## config.mk

```make
export PLATFORM = sky130hd
export DESIGN_NAME = button_debounce_press_classifier_top
export DESIGN_NICKNAME = d
export VERILOG_FILES = /design/src/sv/bdpc_pkg.sv /design/src/sv/button_debounce_press_classifier_top.sv /design/src/sv/bdpc_core.sv
export SDC_FILE = /design/constraint.sdc
export NUM_CORES = 1
export LEC_CHECK = 0
export BUFFER_PORTS_ARGS = -buffer_cell sky130_fd_sc_hd__buf_2
export CELL_PAD_IN_SITES_DETAIL_PLACEMENT = 0
export CELL_PAD_IN_SITES_GLOBAL_PLACEMENT = 2
export CORE_ASPECT_RATIO = 1.25
export CORE_MARGIN = 2
export CORE_UTILIZATION = 40
export DETAILED_ROUTE_END_ITERATION = 12
export PLACE_DENSITY = 0.95
export SYNTH_ARGS = -nofsm -noshare
export SYNTH_HDL_FRONTEND = slang
export SYNTH_SLANG_ARGS = --single-unit
```

## constraint.sdc

```tcl
create_clock -name clk -period 28.5 [get_ports clk]
set_clock_uncertainty 0.1 [all_clocks]
set_input_delay 2.85 -clock clk [delete_from_list [all_inputs] [get_ports clk]]
set_output_delay 2.85 -clock clk [all_outputs]
set_load 0.02 [all_outputs]
```

## src/sv/bdpc_pkg.sv

```systemverilog
// shared types and constants of the button debounce and press classifier
// no dependencies; imported by every module of the block

package bdpc_pkg;

  localparam int unsigned TIME_W   = 32;
  localparam int unsigned REG_W    = 16;
  localparam int unsigned REG_IDX_W = 1;
  localparam int unsigned IN_TDATA_W  = 40;
  localparam int unsigned OUT_TDATA_W = 8;

  // configuration register indexes
  localparam logic [REG_IDX_W-1:0] REG_DEBOUNCE_TIME   = 1'd0;
  localparam logic [REG_IDX_W-1:0] REG_LONG_PRESS_TIME = 1'd1;

  localparam logic [REG_W-1:0] DEBOUNCE_TIME_RST   = 16'd50;
  localparam logic [REG_W-1:0] LONG_PRESS_TIME_RST = 16'd600;

  typedef struct packed {
    logic              take_long;
    logic              take_short;
    logic [TIME_W-1:0] now_time;
    logic              raw_pressed;
  } bdpc_item_t;

  typedef struct packed {
    logic              debounced_level;
    logic              previous_raw;
    logic [TIME_W-1:0] edge_time;
    logic              edge_seen;
    logic [TIME_W-1:0] press_start_time;
    logic              press_start_valid;
    logic              long_fired;
    logic              short_flag;
    logic              long_flag;
  } bdpc_state_t;

  typedef struct packed {
    logic long_waiting;
    logic short_waiting;
    logic long_event;
    logic short_event;
    logic stable_level;
  } bdpc_result_t;

  typedef struct packed {
    logic [REG_W-1:0] debounce_time;
    logic [REG_W-1:0] long_press_time;
  } bdpc_cfg_t;

endpackage

```

## src/sv/button_debounce_press_classifier_top.sv

```systemverilog
// top level of the button debounce and press classifier
// depends on bdpc_pkg and bdpc_core
//
// usage:
//   in_*  : one request per sample: raw level, millisecond time, two take strobes
//   out_* : exactly one result per request, in order
//   cfg_* : register writes (debounce time, long-press time), only while idle
// timing:
//   a request lands in the input register at its accept edge, the state update
//   runs combinationally on it and the result is captured in the output register
//   as the request advances, and out_tvalid rises with that capture
//   one request per cycle is sustained while out_tready is high; the state feedback
//   through bdpc_core is combinational, so consecutive samples need no spacing
// stalls:
//   while out_tready is low the result holds; the input register still takes
//   one more request, then in_tready drops until the output drains
// reset:
//   synchronous active-low rst_n empties both registers, clears all press state
//   and loads the default times (50 ms debounce, 600 ms long press)

module button_debounce_press_classifier_top import bdpc_pkg::*; (
  input  logic                   clk,
  input  logic                   rst_n,
  input  logic                   in_tvalid,
  output logic                   in_tready,
  // raw_pressed[0], now_time[32:1], take_short[33], take_long[34], zero fill
  input  logic [IN_TDATA_W-1:0]  in_tdata,
  output logic                   out_tvalid,
  input  logic                   out_tready,
  // stable_level[0], short_event[1], long_event[2], short_waiting[3],
  // long_waiting[4], zero fill
  output logic [OUT_TDATA_W-1:0] out_tdata,
  input  logic                   cfg_we,
  input  logic [REG_IDX_W-1:0]   cfg_addr,
  input  logic [REG_W-1:0]       cfg_wdata
);

  bdpc_cfg_t    cfg_r;
  bdpc_state_t  state_r;
  bdpc_state_t  state_nxt;
  bdpc_item_t   item_r;
  logic         item_valid_r;
  bdpc_result_t res_r;
  bdpc_result_t res_nxt;
  logic         out_valid_r;
  logic         advance;
  logic         in_fire;

  assign advance   = item_valid_r && (!out_valid_r || out_tready);
  assign in_tready = !item_valid_r || advance;
  assign in_fire   = in_tvalid && in_tready;

  bdpc_core u_core (
    .cfg       (cfg_r),
    .state     (state_r),
    .item      (item_r),
    .state_nxt (state_nxt),
    .result    (res_nxt)
  );

  always_ff @(posedge clk) begin
    if (!rst_n) begin
      cfg_r.debounce_time   <= DEBOUNCE_TIME_RST;
      cfg_r.long_press_time <= LONG_PRESS_TIME_RST;
    end else if (cfg_we) begin
      unique case (cfg_addr)
        REG_DEBOUNCE_TIME:   cfg_r.debounce_time   <= cfg_wdata;
        REG_LONG_PRESS_TIME: cfg_r.long_press_time <= cfg_wdata;
        default: ;
      endcase
    end
  end

  always_ff @(posedge clk) begin
    if (!rst_n) begin
      state_r      <= '0;
      item_valid_r <= 1'b0;
      out_valid_r  <= 1'b0;
    end else begin
      if (in_fire) begin
        item_valid_r <= 1'b1;
      end else if (advance) begin
        item_valid_r <= 1'b0;
      end
      if (advance) begin
        state_r     <= state_nxt;
        out_valid_r <= 1'b1;
      end else if (out_tready) begin
        out_valid_r <= 1'b0;
      end
    end
  end

  // payload registers
  always_ff @(posedge clk) begin
    if (in_fire) begin
      item_r.raw_pressed <= in_tdata[0];
      item_r.now_time    <= in_tdata[TIME_W:1];
      item_r.take_short  <= in_tdata[TIME_W+1];
      item_r.take_long   <= in_tdata[TIME_W+2];
    end
    if (advance) begin
      res_r <= res_nxt;
    end
  end

  assign out_tvalid = out_valid_r;
  assign out_tdata  = {3'b000, res_r.long_waiting, res_r.short_waiting,
                       res_r.long_event, res_r.short_event, res_r.stable_level};

endmodule

```

## src/sv/bdpc_core.sv

```systemverilog
// per-item update of the debounce and press classification state
// purely combinational; uses types from bdpc_pkg

module bdpc_core import bdpc_pkg::*; (
  input  bdpc_cfg_t    cfg,
  input  bdpc_state_t  state,
  input  bdpc_item_t   item,
  output bdpc_state_t  state_nxt,
  output bdpc_result_t result
);

  logic              raw_chg;
  logic [TIME_W-1:0] edge_age;
  logic              quiet;
  logic              stable_chg;
  logic [TIME_W-1:0] press_age;
  logic              long_hit;
  logic              short_ev;
  logic              long_ev;
  bdpc_state_t       s1;
  bdpc_state_t       s2;

  always_comb begin
    s1 = state;

    // any raw change restarts the debounce timer
    raw_chg = item.raw_pressed != state.previous_raw;
    s1.previous_raw = item.raw_pressed;
    if (raw_chg) begin
      s1.edge_time = item.now_time;
      s1.edge_seen = 1'b1;
    end

    edge_age   = item.now_time - s1.edge_time;
    quiet      = s1.edge_seen && (edge_age >= TIME_W'(cfg.debounce_time));
    stable_chg = quiet && (item.raw_pressed != state.debounced_level);

    if (stable_chg) begin
      s1.debounced_level = item.raw_pressed;
      if (item.raw_pressed) begin
        s1.press_start_time  = item.now_time;
        s1.press_start_valid = 1'b1;
        s1.long_fired        = 1'b0;
      end else if (!state.long_fired) begin
        s1.short_flag = 1'b1;
      end
    end

    s2 = s1;
    press_age = item.now_time - s1.press_start_time;
    long_hit  = s1.debounced_level && !s1.long_fired && s1.press_start_valid &&
                (press_age >= TIME_W'(cfg.long_press_time));
    if (long_hit) begin
      s2.long_fired = 1'b1;
      s2.long_flag  = 1'b1;
    end

    // consume strobes act after the update
    short_ev = item.take_short && s2.short_flag;
    long_ev  = item.take_long && s2.long_flag;
    if (short_ev) begin
      s2.short_flag = 1'b0;
    end
    if (long_ev) begin
      s2.long_flag = 1'b0;
    end

    state_nxt = s2;
    result.stable_level  = s2.debounced_level;
    result.short_event   = short_ev;
    result.long_event    = long_ev;
    result.short_waiting = s2.short_flag;
    result.long_waiting  = s2.long_flag;
  end

endmodule

```

==> impl_metrics.json <==
{
  "place_inst": 1722,
  "synth_fa_ha_area_share_pct": 9.59,
  "min_period_ns": 12.69,
  "route.detailed.drc": 0,
  "rsz0062_at_grt": "false",
  "drt_iter0_markers": 505,
  "leakage_nw": 5.10,
  "holdWs_ns": 0.361,
  "min_path_type": "reg -> reg",
  "grt_max_degree": 91,
  "finalSetupTns_ns": 0,
  "area_growth_pct": 10.0,
  "portBuffers": 63,
  "powerDensity_nw_per_um2": 55.8,
  "grt_use_total_pct": 21.8,
  "ir_drop_mv": 0.0382,
  "place_congestion": 0.866,
  "synth-main-ff-cell": "dfxtp_1",
  "coreArea_um2": 27500,
  "root_buffer": "clkbuf_16",
  "overflow": 0,
  "cp-end-kind": "register",
  "dp_hpwl_um": 23800,
  "slew_headroom_pct": 32.1,
  "netlist_top_cells_area": "dfxtp_1 19%, edfxtp_1 11%, ha_1 9.1%",
  "yosysUniqueCellTypes": 82,
  "fp.dieW_um": 153,
  "dieHeight_um": 190,
  "final_cells": 1754,
  "diodes": 0,
  "synthXorXnorAreaFrac_pct": 3.53,
  "synth_mux_area_share_pct": 6.06,
  "max_freq_mhz": 78.8,
  "cts_made_buffers": 17,
  "place_ws_ns": 16.00,
  "ys_seq_area_share_pct": 29.7,
  "async_reset_ff_share_pct": 0,
  "cts_tree": "yes",
  "synth_top_cell_by_area": "dfxtp_1",
  "clk_pin_slew_ns": 0.07,
  "tightest_slew_ns": 0.993,
  "postCtsResizedCells": 0,
  "die_area_um2": 29100,
  "yosys.area_share.simple_pct": 20.6,
  "status": "finished, final reports clean",
  "wl_per_cell_um": 18.0,
  "final.period_utilization_pct": 44.5,
  "synth.top_cell.area_share_pct": 18.9,
  "synth_edf_count": 40,
  "h-tree-depth": 4,
  "grt_pass1_wl_um": 50800,
  "clkLatencyLatePin_ns": 0.43,
  "synth_most_common_cell": "nand2_1",
  "postRouteWirelength_um": 31500,
  "crit_fanout": 31,
  "required_ns": 28.59,
  "nets": 1535,
  "synth_area_per_cell_um2": 8.08,
  "critPathSlowestCell": "a2111oi_0",
  "yosys_warnings": 0,
  "synth_top_family_by_area": "compound AO/OA/AOI/OAI gates",
  "final_antenna_net_count": 0,
  "postCtsSetupRepairBufs": 0,
  "worstPathArrival_ns": 12.78,
  "worst_slack_ns": 15.81,
  "start_util_pct": 40.4,
  "routed_via_density": 5.64,
  "synth_area_um2": 11100,
  "max_stage_delay_ns": 0.60,
  "holdBufCountCts": 0,
  "final-hold-violation-count": 0,
  "total_power_uw": 682,
  "start_kind": "register",
  "syn_inst": 1374,
  "cts_buffer_depth": 2,
  "antenna_found_initial": 0,
  "cts.sinks": 145,
  "path_class": "reg -> reg",
  "setup_viol": 0,
  "final_layout_size_suffix_gt1_share_pct": 9.54,
  "maxCapViolations": 0,
  "io_pins": 72,
  "grt_pass1_vias": 9595,
  "slew_viol_final": 0,
  "ys_seq_elements": 145,
  "fillers": 2764,
  "synth_top_cells_by_count": "242 x nand2_1, 105 x dfxtp_1, 96 x a21oi_1",
  "firstDrtPassIters": 5,
  "rows": 68,
  "route.vias.total": 9890,
  "synth_compound_area_share_pct": 25.5
}
layer usage:
metal  track usage, %  share of wire (%)  vias to the layer above
met5                0                  0                        -
met1             26.5                 44                     4635
met2             38.6                 49                      211
met4             9.05                3.7                        0
met3             3.14                3.4                       53
li1                 -                  -                     4991
flip-flops by register name, indices dropped and copies added, names as in the netlist:
name and count:
cfg_r 32, item_r 35, item_valid_r 1, out_tdata 5, out_tvalid 1, state_r 71
final timing paths:
check | start | end | slack, ns | depth (start not counted)
max | item_r[0] | out_tdata[2] | 15.81 | 55
min | cfg_r[7] | cfg_r[7] | 0.36 | 2
max reg2reg | item_r[0] | out_tdata[2] | 15.81 | 55
min reg2reg | cfg_r[7] | cfg_r[7] | 0.36 | 2
final cells by class:
class                      count  area [µm²]  share of cell area [%]
multi-input combinational   1090        7290                    59.7
sequential                   145        3300                    27.0
clock inverter                13         124                    1.01
inverter                      66         248                    2.03
clock buffer                  19         443                    3.62
timing repair buffer          71         375                    3.07
tap                          350         438                    3.58
report_power, final:
part / internal (mW) / switching [mW]
clock network: 0.124 / 0.100
registers: 0.223 / 0.0112
logic: 0.0878 / 0.135
logic make-up after synthesis:
kind of cell,after synthesis
adders and majority gates,85
xor gates and xnor gates,43
and+or+nand+nor,491
other,1
DFF,145
buffers and inverters,141
AOI/OAI and AO/OA,402
muxes,66
critical path: cells and delay by family, from the launching register on:
family                   cells  cell delay [ns]
AO/OA/AOI/OAI               32             6.99
XOR/XNOR                     3             0.53
adder cells (fa/ha/maj)      5             1.27
buffers and inverters        2             0.42
flip-flops                   1             0.56
multiplexers                 1             0.33
AND/OR/NAND/NOR             12             2.26
metrics by stage:
step / util (%) / instance area (µm²)
after CTS: 44.5 / 12200
after detailed placement: 42.4 / 11700
after global placement: 42.4 / 11700
after floorplan: - / 11100
final: 44.5 / 12200
after global routing: 44.5 / 12200
cells in the final DEF, fill, tap and decap left out, types with 40 or more instances in the layout:
cell type,Yosys,final
dfxtp_1,105,105
a21boi_0,59,59
nand2_1,242,242
a21oi_1,96,96
nor2_1,66,66
edfxtp_1,40,40
o21ai_0,52,52
ha_1,81,81
inv_1,66,66
mux2i_1,59,59
buf_2,6,63
No activity file was read; power rests on OpenSTA's default activity.
